$ cat config.mk
export PLATFORM = sky130hd
export DESIGN_NAME = vector_distance_accumulator_top
export DESIGN_NICKNAME = d
export VERILOG_FILES = /design/src/rtl/vda_pkg.sv /design/src/rtl/vda_front.sv /design/src/rtl/vda_fifo.sv /design/src/rtl/vda_back.sv /design/src/rtl/vector_distance_accumulator_top.sv
export SDC_FILE = /design/constraint.sdc
export NUM_CORES = 2
export LEC_CHECK = 0
export BUFFER_PORTS_ARGS = -buffer_cell sky130_fd_sc_hd__buf_2
export CORE_MARGIN = 2
export CORE_UTILIZATION = 60
export CTS_BUF_LIST = sky130_fd_sc_hd__clkbuf_4
export CTS_CLUSTER_SIZE = 14
export DETAILED_ROUTE_END_ITERATION = 6
export PLACE_DENSITY = 0.76
export SLEW_MARGIN = 20
export SYNTH_ARGS = -nofsm -noshare
export SYNTH_HDL_FRONTEND = slang
export SYNTH_SLANG_ARGS = --single-unit
$ cat constraint.sdc
create_clock -name clk_i -period 23 [get_ports clk_i]
set_input_delay 0 -clock clk_i [delete_from_list [all_inputs] [get_ports clk_i]]
set_output_delay 0 -clock clk_i [all_outputs]
set_load 0.02 [all_outputs]
$ cat src/rtl/vda_pkg.sv
// Shared types, constants and binary32 arithmetic for the vector distance accumulator.
package vda_pkg;

  localparam int unsigned QDEPTH = 4;

  localparam logic [31:0] CANON_NAN = 32'h7FC0_0000;
  localparam logic [31:0] SIGN_MASK = 32'h8000_0000;
  localparam logic [31:0] POS_ZERO  = 32'h0000_0000;

  localparam logic REG_METRIC = 1'b0;

  typedef enum logic {
    METRIC_L2 = 1'b0,
    METRIC_IP = 1'b1
  } metric_e;

  typedef struct packed {
    logic [31:0] term;
    logic        last;
    metric_e     metric;
  } vda_item_t;

  function automatic logic is_nan(input logic [31:0] v);
    return (v[30:23] == 8'hFF) && (v[22:0] != 23'd0);
  endfunction

  function automatic logic is_inf(input logic [31:0] v);
    return (v[30:23] == 8'hFF) && (v[22:0] == 23'd0);
  endfunction

  // binary32 add, round to nearest even, subnormals kept
  function automatic logic [31:0] fp_add(input logic [31:0] x, input logic [31:0] y);
    logic [31:0] big;
    logic [31:0] sml;
    logic [7:0]  eb;
    logic [7:0]  es;
    logic [7:0]  d;
    logic [26:0] mb;
    logic [26:0] ms;
    logic [26:0] ms_sh;
    logic        sticky;
    logic [27:0] sum;
    logic [9:0]  e;
    logic [4:0]  lz;
    logic [4:0]  sh;
    logic [26:0] norm;
    logic [7:0]  expf;
    logic        rnd;
    logic [30:0] packed_v;
    logic [31:0] res;
    begin
      if (x[30:0] >= y[30:0]) begin
        big = x;
        sml = y;
      end else begin
        big = y;
        sml = x;
      end
      eb = big[30:23];
      es = sml[30:23];
      mb = {eb != 8'd0, big[22:0], 3'b000};
      ms = {es != 8'd0, sml[22:0], 3'b000};
      d  = ((eb == 8'd0) ? 8'd1 : eb) - ((es == 8'd0) ? 8'd1 : es);
      if (d > 8'd26) begin
        ms_sh  = 27'd0;
        sticky = |ms;
      end else begin
        ms_sh  = ms >> d;
        sticky = |(ms & ((27'd1 << d) - 27'd1));
      end
      ms_sh[0] = ms_sh[0] | sticky;
      if (big[31] == sml[31]) begin
        sum = {1'b0, mb} + {1'b0, ms_sh};
      end else begin
        sum = {1'b0, mb} - {1'b0, ms_sh};
      end
      e  = (eb == 8'd0) ? 10'd1 : {2'b00, eb};
      lz = 5'd27;
      sh = 5'd0;
      if (sum[27]) begin
        norm    = sum[27:1];
        norm[0] = sum[1] | sum[0];
        e       = e + 10'd1;
      end else begin
        for (int i = 0; i < 27; i++) begin
          if (sum[i]) lz = 5'(26 - i);
        end
        if ({5'd0, lz} < (e - 10'd1)) begin
          sh = lz;
        end else begin
          sh = 5'(e - 10'd1);
        end
        norm = sum[26:0] << sh;
        e    = e - {5'd0, sh};
      end
      expf     = norm[26] ? e[7:0] : 8'd0;
      rnd      = norm[2] & (norm[1] | norm[0] | norm[3]);
      packed_v = {expf, norm[25:3]} + {30'd0, rnd};
      res      = {big[31], packed_v};
      if (e >= 10'd255) res = {big[31], 8'hFF, 23'd0};
      if (sum == 28'd0) res = {x[31] & y[31], 31'd0};
      if (is_inf(x) && is_inf(y) && (x[31] != y[31])) begin
        res = CANON_NAN;
      end else if (is_inf(x)) begin
        res = x;
      end else if (is_inf(y)) begin
        res = y;
      end
      if (is_nan(x) || is_nan(y)) res = CANON_NAN;
      return res;
    end
  endfunction

  // binary32 multiply, round to nearest even, subnormals kept
  function automatic logic [31:0] fp_mul(input logic [31:0] x, input logic [31:0] y);
    logic [7:0]         ex;
    logic [7:0]         ey;
    logic [23:0]        ma;
    logic [23:0]        mb;
    logic [47:0]        p;
    logic [5:0]         lz;
    logic [47:0]        pn;
    logic signed [10:0] ee;
    logic [10:0]        shr;
    logic               stk;
    logic [7:0]         expf;
    logic               rnd;
    logic [30:0]        packed_v;
    logic               sgn;
    logic [31:0]        res;
    begin
      sgn = x[31] ^ y[31];
      ex  = (x[30:23] == 8'd0) ? 8'd1 : x[30:23];
      ey  = (y[30:23] == 8'd0) ? 8'd1 : y[30:23];
      ma  = {x[30:23] != 8'd0, x[22:0]};
      mb  = {y[30:23] != 8'd0, y[22:0]};
      p   = ma * mb;
      lz  = 6'd0;
      for (int i = 0; i < 48; i++) begin
        if (p[i]) lz = 6'(47 - i);
      end
      pn   = p << lz;
      ee   = $signed({3'b000, ex}) + $signed({3'b000, ey}) - 11'sd126
             - $signed({5'b00000, lz});
      expf = ee[7:0];
      if (ee <= 11'sd0) begin
        shr  = 11'(11'sd1 - ee);
        expf = 8'd0;
        if (shr >= 11'd48) begin
          stk = |pn;
          pn  = 48'd0;
        end else begin
          stk = |(pn & ((48'd1 << shr) - 48'd1));
          pn  = pn >> shr;
        end
        pn[0] = pn[0] | stk;
      end
      rnd      = pn[23] & ((|pn[22:0]) | pn[24]);
      packed_v = {expf, pn[46:24]} + {30'd0, rnd};
      res      = {sgn, packed_v};
      if (ee >= 11'sd255) res = {sgn, 8'hFF, 23'd0};
      if ((x[30:0] == 31'd0) || (y[30:0] == 31'd0)) res = {sgn, 31'd0};
      if (is_inf(x) || is_inf(y)) begin
        if ((x[30:0] == 31'd0) || (y[30:0] == 31'd0)) begin
          res = CANON_NAN;
        end else begin
          res = {sgn, 8'hFF, 23'd0};
        end
      end
      if (is_nan(x) || is_nan(y)) res = CANON_NAN;
      return res;
    end
  endfunction

endpackage

$ cat src/rtl/vda_front.sv
// Front end: accepts element pairs and forms a term: the squared difference for L2, the product for inner product.
module vda_front import vda_pkg::*; #(
  parameter int unsigned QDEPTH_P = QDEPTH,
  localparam int unsigned CW = $clog2(QDEPTH_P + 1)
) (
  input  logic              clk_i,
  input  logic              rst_ni,
  input  logic              elem_valid_i,
  output logic              elem_stall_o,
  input  logic [31:0]       element_a_i,
  input  logic [31:0]       element_b_i,
  input  logic              last_element_i,
  input  metric_e           metric_i,
  input  logic [CW-1:0]     q_count_i,
  output logic              push_o,
  output vda_item_t         item_o
);

  logic        s1_valid_q, s1_valid_d;
  logic [31:0] s1_a_q, s1_b_q;
  logic        s1_last_q;
  metric_e     s1_metric_q;
  logic        s2_valid_q;
  logic [31:0] s2_x_q, s2_y_q, s2_x_d, s2_y_d, diff;
  logic        s2_last_q;
  metric_e     s2_metric_q;
  logic [CW:0] occ;
  logic        accept;

  // queue entries plus words still in flight must fit
  assign occ          = {1'b0, q_count_i} + (CW + 1)'(s1_valid_q) + (CW + 1)'(s2_valid_q);
  assign elem_stall_o = (occ >= (CW + 1)'(QDEPTH_P));
  assign accept       = elem_valid_i & ~elem_stall_o;
  assign s1_valid_d   = accept;

  assign diff   = fp_add(s1_a_q, s1_b_q ^ SIGN_MASK);
  assign s2_x_d = (s1_metric_q == METRIC_IP) ? s1_a_q : diff;
  assign s2_y_d = (s1_metric_q == METRIC_IP) ? s1_b_q : diff;

  always_ff @(posedge clk_i or negedge rst_ni) begin
    if (!rst_ni) begin
      s1_valid_q <= 1'b0;
      s2_valid_q <= 1'b0;
    end else begin
      s1_valid_q <= s1_valid_d;
      s2_valid_q <= s1_valid_q;
    end
  end

  always_ff @(posedge clk_i) begin
    if (accept) begin
      s1_a_q      <= element_a_i;
      s1_b_q      <= element_b_i;
      s1_last_q   <= last_element_i;
      s1_metric_q <= metric_i;
    end
    if (s1_valid_q) begin
      s2_x_q      <= s2_x_d;
      s2_y_q      <= s2_y_d;
      s2_last_q   <= s1_last_q;
      s2_metric_q <= s1_metric_q;
    end
  end

  assign push_o        = s2_valid_q;
  assign item_o.term   = fp_mul(s2_x_q, s2_y_q);
  assign item_o.last   = s2_last_q;
  assign item_o.metric = s2_metric_q;

endmodule

$ cat src/rtl/vda_fifo.sv
// Short queue of terms between front and back end.
module vda_fifo import vda_pkg::*; #(
  parameter int unsigned DEPTH = QDEPTH,
  localparam int unsigned AW = $clog2(DEPTH),
  localparam int unsigned CW = $clog2(DEPTH + 1)
) (
  input  logic          clk_i,
  input  logic          rst_ni,
  input  logic          push_i,
  input  vda_item_t     item_i,
  input  logic          pop_i,
  output vda_item_t     item_o,
  output logic [CW-1:0] count_o
);

  vda_item_t     mem_q [DEPTH];
  logic [AW-1:0] wr_q, rd_q;
  logic [CW-1:0] cnt_q, cnt_d;

  always_comb begin
    cnt_d = cnt_q;
    if (push_i && !pop_i) cnt_d = cnt_q + CW'(1);
    if (!push_i && pop_i) cnt_d = cnt_q - CW'(1);
  end

  always_ff @(posedge clk_i or negedge rst_ni) begin
    if (!rst_ni) begin
      wr_q  <= '0;
      rd_q  <= '0;
      cnt_q <= '0;
    end else begin
      cnt_q <= cnt_d;
      if (push_i) wr_q <= (wr_q == AW'(DEPTH - 1)) ? '0 : wr_q + AW'(1);
      if (pop_i)  rd_q <= (rd_q == AW'(DEPTH - 1)) ? '0 : rd_q + AW'(1);
    end
  end

  always_ff @(posedge clk_i) begin
    if (push_i) mem_q[wr_q] <= item_i;
  end

  assign item_o  = mem_q[rd_q];
  assign count_o = cnt_q;

endmodule

$ cat src/rtl/vda_back.sv
// Back end: accumulates terms and delivers the distance word.
module vda_back import vda_pkg::*; (
  input  logic        clk_i,
  input  logic        rst_ni,
  input  logic        valid_i,
  input  vda_item_t   item_i,
  output logic        pop_o,
  output logic        dist_valid_o,
  input  logic        dist_stall_i,
  output logic [31:0] distance_value_o
);

  logic [31:0] sum_q, sum_d, nxt, res;
  logic        out_valid_q, out_valid_d;
  logic [31:0] out_q;
  logic        slot_free;

  assign slot_free = ~out_valid_q | ~dist_stall_i;
  assign pop_o     = valid_i & (~item_i.last | slot_free);
  assign nxt       = fp_add(sum_q, item_i.term);

  always_comb begin
    res = nxt ^ ((item_i.metric == METRIC_IP) ? SIGN_MASK : 32'd0);
    if (is_nan(res)) res = CANON_NAN;
    sum_d = sum_q;
    if (pop_o) sum_d = item_i.last ? POS_ZERO : nxt;
    out_valid_d = out_valid_q & dist_stall_i;
    if (pop_o && item_i.last) out_valid_d = 1'b1;
  end

  always_ff @(posedge clk_i or negedge rst_ni) begin
    if (!rst_ni) begin
      sum_q       <= POS_ZERO;
      out_valid_q <= 1'b0;
    end else begin
      sum_q       <= sum_d;
      out_valid_q <= out_valid_d;
    end
  end

  always_ff @(posedge clk_i) begin
    if (pop_o && item_i.last) out_q <= res;
  end

  assign dist_valid_o     = out_valid_q;
  assign distance_value_o = out_q;

endmodule

$ cat src/rtl/vector_distance_accumulator_top.sv
// Top level of the float32 vector distance accumulator.
//
// channel   direction  handshake                 payload
// elem      in         elem_valid_i/elem_stall_o element_a_i, element_b_i, last_element_i
// dist      out        dist_valid_o/dist_stall_i distance_value_o
// config    in         APB psel/penable/pready   metric at byte address 0
//
// One element pair per cycle unless the output stalls; the back-end float add is the loop.
// The final term passes the front-end registers and the queue into the output register.
// Reset clears the sum to +0 and metric to squared L2.
// A stalled output holds; the queue then fills and elem_stall_o rises.
module vector_distance_accumulator_top import vda_pkg::*; #(
  parameter int unsigned QDEPTH_P = QDEPTH
) (
  input  logic        clk_i,
  input  logic        rst_ni,
  input  logic        elem_valid_i,
  output logic        elem_stall_o,
  input  logic [31:0] element_a_i,
  input  logic [31:0] element_b_i,
  input  logic        last_element_i,
  output logic        dist_valid_o,
  input  logic        dist_stall_i,
  output logic [31:0] distance_value_o,
  input  logic        psel,
  input  logic        penable,
  input  logic        pwrite,
  input  logic [2:0]  paddr,
  input  logic [31:0] pwdata,
  output logic [31:0] prdata,
  output logic        pready
);

  localparam int unsigned CW = $clog2(QDEPTH_P + 1);

  metric_e       metric_q, metric_d;
  logic          q_push, q_pop;
  vda_item_t     q_in, q_out;
  logic [CW-1:0] q_count;

  assign pready = 1'b1;

  always_comb begin
    metric_d = metric_q;
    if (psel && penable && pwrite && (paddr[2] == REG_METRIC)) begin
      metric_d = metric_e'(pwdata[0]);
    end
  end

  always_ff @(posedge clk_i or negedge rst_ni) begin
    if (!rst_ni) begin
      metric_q <= METRIC_L2;
    end else begin
      metric_q <= metric_d;
    end
  end

  assign prdata = (paddr[2] == REG_METRIC) ? {31'd0, metric_q} : 32'd0;

  vda_front #(.QDEPTH_P(QDEPTH_P)) u_front (
    .clk_i          (clk_i),
    .rst_ni         (rst_ni),
    .elem_valid_i   (elem_valid_i),
    .elem_stall_o   (elem_stall_o),
    .element_a_i    (element_a_i),
    .element_b_i    (element_b_i),
    .last_element_i (last_element_i),
    .metric_i       (metric_q),
    .q_count_i      (q_count),
    .push_o         (q_push),
    .item_o         (q_in)
  );

  vda_fifo #(.DEPTH(QDEPTH_P)) u_fifo (
    .clk_i   (clk_i),
    .rst_ni  (rst_ni),
    .push_i  (q_push),
    .item_i  (q_in),
    .pop_i   (q_pop),
    .item_o  (q_out),
    .count_o (q_count)
  );

  vda_back u_back (
    .clk_i            (clk_i),
    .rst_ni           (rst_ni),
    .valid_i          (q_count != '0),
    .item_i           (q_out),
    .pop_o            (q_pop),
    .dist_valid_o     (dist_valid_o),
    .dist_stall_i     (dist_stall_i),
    .distance_value_o (distance_value_o)
  );

  a_no_overflow: assert property (@(posedge clk_i) disable iff (!rst_ni)
    q_push |-> (q_count != CW'(QDEPTH_P)))
    else $error("queue written while full");

  a_pop_nonempty: assert property (@(posedge clk_i) disable iff (!rst_ni)
    q_pop |-> (q_count != '0))
    else $error("queue read while empty");

  a_last_delivers: assert property (@(posedge clk_i) disable iff (!rst_ni)
    (q_pop && q_out.last) |=> dist_valid_o)
    else $error("final word not presented");

endmodule

# Word level (Yosys, flattened, before mapping)
# Memory sizes are Yosys's and may differ from the RTL's.
# Index checks and enable logic that the tools add are counted.
# word_totals
ff_bits,207
mem_bits_rw,136
inputBits,107
output_inout_bits,67
word_cells,347
mem_count,1
# mem_list
name,depth,width,read_ports,rd_clocked_by_memory_dff,wr,line_no,rtl
u_fifo.mem_q,4,34,1,0,1,vda_fifo.sv:16,vda_item_t mem_q [DEPTH];
# classes
n_addsub,28
n_mul,1
magnitude_cmp,12
eq_ne,13
shifts,9
muxes,167
bitwise,31
n_reduce_logical,68
# op_table
cell,count
32-bit 2-to-1 mux,21
6-bit 2-to-1 mux,48
5-bit 2-to-1 mux,38
23-bit nonzero test,7
47-bit 2-to-1 mux,3
23-bit zero test,6
31-bit 2-to-1 mux,4
27-bit 2-to-1 mux,4
48-bit OR reduction,2
31-bit by 1-bit adder with 31-bit output,3
8-bit 2-to-1 mux,11
4-bit 2-to-1 mux,16
31-bit greater-or-equal comparator,2
31-bit zero test,2
27-bit by 27-bit adder with 28-bit output,2
"8-bit == test, second input constant",7
28-bit zero test,2
28-bit 2-to-1 mux,2
27-bit by 27-bit subtractor with 28-bit output,2
27-bit AND,2
27-bit OR reduction,2
"1-bit by 8-bit left shift with 27-bit output, first input constant",2
27-bit by 5-bit left shift with 27-bit output,2
27-bit by 8-bit >> shifter with 27-bit output,2
48 further kinds,137

# Logic depth before layout (Yosys ltp)
# logic_depth
depth_word,68
depth_mapped,91
ltp_nobuf,80

# Cells and area by module
# From an unflattened synthesis, not the netlist that was laid out.
# unflattened
hier_cells,8719
area_unflattened_um2,69481.6
# by_module_without_submodules
module,n_inst,cells_each,area_each_um2,seq_area_each_um2
vda_front,1,6262,48306.3,4013.8
vda_back,1,2203,15501.1,1786.7
vda_fifo,1,215,5366.4,4259.1
vector_distance_accumulator_top,1,39,307.8,25.0

# Worst setup path after synthesis
# Ideal clock, no wire load.
# synth_path
path_kind,reg-to-reg
from,register u_fifo.rd_q[0]
to,register u_back.out_q[0] (netlist: u_back.distance_value_o[0]) (data pin)
arrival_time_ps,17355
required_time_ps,22853
slack_ps,5499
path_stages_with_launch,82
n_path_buf,13
synth_period_minus_slack_ps,17501
cell_sequence,dfrtp_1 -> buf_6 -> buf_1 -> mux4_2 -> inv_1 -> ha_1 -> nand4_1 -> nor4_2 -> a2111oi_4 -> a21o_1 -> buf_2 -> nand2_1 -> buf_2 -> a21oi_1 -> nand3_1 -> o31ai_1 -> inv_1 -> ha_1 -> [... 46 more ...] -> inv_2 -> buf_6 -> buf_2 -> ha_1 -> o21ai_0 -> or2_2 -> o211ai_1 -> a2111oi_0 -> and3b_1 -> o21ai_0 -> o31ai_1 -> nor2_1 -> mux2i_1 -> o31a_1 -> and4_1 -> nand4_1 -> clkbuf_1 -> a21oi_1
# synth_via
elab_chain_len,60
word_cells_on_any_way,90
# synth_rtl
item,line_no,rtl
start: declaration,vda_fifo.sv:17,"logic [AW-1:0] wr_q, rd_q;"
start signal: assignment,vda_fifo.sv:34,if (pop_i) rd_q <= (rd_q == AW'(DEPTH - 1)) ? '0 : rd_q + AW'(1);
memory 4 x 34 bit *,-,
31-bit greater-or-equal comparator,vda_pkg.sv:52,if (x[30:0] >= y[30:0]) begin
32-bit 2-to-1 mux,vda_pkg.sv:52,
"8-bit zero test, on equally long branches","vda_pkg.sv:63, vda_pkg.sv:77",
"8-bit 2-to-1 mux, on equally long branches","vda_pkg.sv:63, vda_pkg.sv:77",
8-bit subtractor,vda_pkg.sv:63,d = ((eb == 8'd0) ? 8'd1 : eb) - ((es == 8'd0) ? 8'd1 : es);
1-bit by 8-bit left shift with 27-bit output,vda_pkg.sv:69,sticky = |(ms & ((27'd1 << d) - 27'd1));
27-bit by 1-bit subtractor with 27-bit output,vda_pkg.sv:69,
[... 44 more ...],-,
32-bit 2-to-1 mux,vda_pkg.sv:101,"if (sum == 28'd0) res = {x[31] & y[31], 31'd0};"
32-bit 2-to-1 mux,vda_pkg.sv:106,end else if (is_inf(y)) begin
32-bit 2-to-1 mux,vda_pkg.sv:104,end else if (is_inf(x)) begin
32-bit 2-to-1 mux,vda_pkg.sv:102,if (is_inf(x) && is_inf(y) && (x[31] != y[31])) begin
32-bit 2-to-1 mux *,vda_pkg.sv:109,if (is_nan(x) || is_nan(y)) res = CANON_NAN;
32-bit XOR *,vda_back.sv:23,res = nxt ^ ((item_i.metric == METRIC_IP) ? SIGN_MASK : 32'd0);
23-bit nonzero test / 8-bit == test (equally long branches),vda_pkg.sv:24,return (v[30:23] == 8'hFF) && (v[22:0] != 23'd0);
1-bit logical AND,vda_pkg.sv:24,
end signal: assignment,vda_back.sv:42,if (pop_o && item_i.last) out_q <= res;
end: declaration,vda_back.sv:15,logic [31:0] out_q;
# Every way passes the cells marked *; elsewhere a longest branch is shown, timed or not. The select of a mux whose other input is x is not followed.
# A chain may end at the register's enable or synchronous reset.

# Worst setup path in the final report
# layout_path
from,register u_fifo.rd_q[1]
to,register u_back.out_q[5] (netlist: u_back.distance_value_o[5]) (data pin)
# Same word-level chain as after synthesis.

==> flow_metrics.env <==
export IMPL_outcome="finished with violations"
export IMPL_violations="DRC"
export IMPL_pin_count=174
export IMPL_cts_sinks=343
export IMPL_synth_edf_count=300
export IMPL_synth_cell_types=131
export IMPL_initial_utilization=0.606
export IMPL_crit_type="reg -> reg"
export IMPL_nets=9445
export IMPL_syn_avg_cell_area_um2=7.94
export IMPL_synth_largest_area_cell="fa_1"
export IMPL_drt_iter0_drc=10721
export IMPL_path_delay_family="compound AO/OA/AOI/OAI gates"
export IMPL_core_area_um2=111000
export IMPL_ys_seq_area_frac=0.150
export IMPL_layout_cells_most_common_list="827 x inv_1, 729 x nand2_1, 595 x and2_1"
export IMPL_rrSetupSlack_ps=1370
export IMPL_final_fill_count=9374
export IMPL_busiest_layer="met2"
export IMPL_grt_overflow=0
export IMPL_hp_class="in -> reg"
export IMPL_r2r_end="u_back.distance_value_o[5]$_SDFFCE_PP0P_"
export IMPL_cts_buffer_depth=3
export IMPL_drive_gt1_frac=0.0873
export IMPL_worstSetupStartpoint="u_fifo.rd_q[1]$_DFFE_PN0P_"
export IMPL_dp_hpwl_um=203000
export IMPL_wl_um=268000
export IMPL_worst_slew_pin_slew_ps=1270
export IMPL_cap_violations=0
export IMPL_tritoncts="built"
export IMPL_r2r_start="u_fifo.rd_q[1]$_DFFE_PN0P_"
export IMPL_critPathSlowestCell="dfrtp_1"
export IMPL_cp_arrival_ps=22240
export IMPL_setup_viol=0
export IMPL_synth_top_cell_area_share=0.146
export IMPL_cp_depth=74
export IMPL_yosys_register_bits=343
export IMPL_drtAntennaViolNets=0
export IMPL_seqCellArea_um2=10100
export IMPL_multi_input_area_um2=51800
export IMPL_cts_root_buf="clkbuf_4"
export IMPL_cp_common_cell="o21ai_0"
export IMPL_drv_slew=0
export IMPL_r2r_cells=74
export IMPL_worst_hold_path_num_cells=4
export IMPL_cts_buffers_inserted=80
export IMPL_via_per_inst=7.03
export IMPL_worstSkewPairLatency_ps=920
export IMPL_met2_usage=0.661
export IMPL_critical_path_endpoint="u_back.distance_value_o[5]$_SDFFCE_PP0P_"
export IMPL_synthTopCellsByArea="fa_1 15%, edfxtp_1 13%, ha_1 7.6%, and2_1 5.6%, inv_1 4.6%"
export IMPL_layout_commonest_cell="inv_1"
export IMPL_fmax_mhz=46.2
export IMPL_syn_area_um2=67000
export IMPL_die_h_um=338
export IMPL_tns_ps=0
export IMPL_slowest_delay_ps=710
export IMPL_synth_cells=8441
export IMPL_die_w_um=338
export IMPL_dr_pass1_iters=7
export IMPL_syn2layout_area_growth_pct=6.48
export IMPL_min_period_ps=21630
export IMPL_final_core_util=0.645
export IMPL_grt_use_total=0.454
export IMPL_clk_transition_reported_paths_ps=70
export IMPL_use_met3=0.132
export IMPL_wl_per_cell_um=26.8
export IMPL_crit_fanout=42
export IMPL_antenna_found_initial=15
export IMPL_synthArstFlopShare=0.125
export IMPL_met1_usage=0.612
export IMPL_grt_max_degree=82
export IMPL_vias=70347
export IMPL_cp_start_kind="register"
export IMPL_gp_congestion=1.12
export IMPL_grt_pass1_vias=67588
export IMPL_htree_levels=3
export IMPL_rsz0062_at_grt="false"
export IMPL_cp_required_ps=23610
export IMPL_portBuffers=108
export IMPL_min_period_over_period=0.941
export IMPL_synth_ff_type="edfxtp_1"
export IMPL_relSlewSlack=0.155
export IMPL_row_count=122
export IMPL_synth_warnings=0
export IMPL_grt_pass1_wl_um=406000
export IMPL_skew_ps=104
export IMPL_hold_viol=0
export IMPL_drc=2
export IMPL_end_kind="register"
export IMPL_die_area_um2=114000
export IMPL_crit_buf_inv=11
logic make-up (layout without fill, tap and decap cells):
| group | count (synthesis) | after routing | share of synthesized area |
|---|---|---|---|
| AND/OR/NAND/NOR | 3037 | 3037 | 0.232 |
| other | 2 | 37 | 0.000112 |
| adder cells (fa/ha/maj) | 894 | 894 | 0.222 |
| XOR/XNOR | 206 | 206 | 0.0269 |
| multiplexers | 245 | 245 | 0.0495 |
| AO/OA/AOI/OAI | 2341 | 2341 | 0.238 |
| flip-flops | 343 | 343 | 0.150 |
| buffers and inverters | 1373 | 1409 | 0.0813 |
per-layer routing:
| metal | part of all wire | wire (µm) |
|---|---|---|
| met1 | 0.38 | 102000 |
| met2 | 0.42 | 112000 |
| met3 | 0.14 | 37800 |
| met4 | 0.061 | 16400 |
| met5 | 0.00022 | 60 |
metrics by stage:
step                setup slack [ps]  hold WS, ps  cell area (µm²)  cells
floorplan                       5500         -296            67100   8471
detailed placement              1880          178            68700   9710
global route                     178         64.6            71400   9999
global placement                2350          176            68700   9710
CTS                             1750         3.62            71300   9995
finish                          1370          112            71400  10000
flip-flops by register name, summed over array words and instances (netlist names), 2 cells and up:
| register | count |
|---|---|
| u_front.s1_a_q | 32 |
| u_fifo.mem_q | 136 |
| u_back.sum_q | 32 |
| u_fifo.rd_q | 2 |
| u_front.s2_y_q | 32 |
| u_fifo.wr_q | 2 |
| u_front.s1_b_q | 32 |
| u_fifo.count_o | 3 |
| u_front.s2_x_q | 32 |
| u_back.distance_value_o | 32 |
cells in the mapped netlist (39+ instances only):
master    count
nor3_1      212
xor2_1       60
a31oi_1      75
fa_1        489
mux4_2       63
and2_1      595
nand2b_1     73
ha_1        405
a211o_1      39
a211oi_1    107
a22oi_1      45
nand4_1     102
mux2_2       58
and3_1       69
o21ai_0     450
a21o_1      128
xnor2_1     146
o21bai_1     45
or2_2        57
dfrtp_1      43
nor4_1      108
mux2i_1     123
inv_1       829
nand2_1     731
clkbuf_1    399
a21oi_1     550
o211ai_1    118
buf_2        48
edfxtp_1    300
or3_1        63
nand3_1     298
o22ai_1     106
o221ai_1     55
nor2b_1      45
buf_4        39
o21a_1       52
o31ai_1      59
nor2_1      542
worst min path at each step:
stage,start,end
final,pwrite,metric_q$_DFFE_PN0P_
after global routing,pwrite,metric_q$_DFFE_PN0P_
after CTS,paddr[2],metric_q$_DFFE_PN0P_
after detailed placement,element_b_i[10],u_front.s1_b_q[10]$_DFFE_PP_
after global placement,element_a_i[9],u_front.s1_a_q[9]$_DFFE_PP_
after floorplan,rst_ni,metric_q$_DFFE_PN0P_
worst register-to-register path, delay by kind of cell, from the launching register on:
family	cells	cell delay [ps]
compound gates	37	9950
xor+xnor	1	360
fa+ha+maj	6	1990
buf+inv	11	3080
flops	1	710
mux	1	460
simple gates	18	4870
what timing repair did:
item | in CTS | in global routing
resized for setup | 0 | 3
hold buffers | 140 | 0
setup endpoints to repair | 0 | 24
buffers inserted | 0 | 0
hold endpoints to repair | 145 | 0
final cells by class:
cell class | count | share of cell area
diodes | 5 | 0.000175
multi-input cells | 6755 | 0.726
clock buffers | 112 | 0.0118
flip-flops and latches | 343 | 0.141
inverters | 838 | 0.0441
well taps | 1488 | 0.0261
repair buffers | 426 | 0.0462
clock inverters | 33 | 0.00466
Power is not shown: default switching activity piles up to over one toggle a cycle in this logic, so the estimate is an artifact.
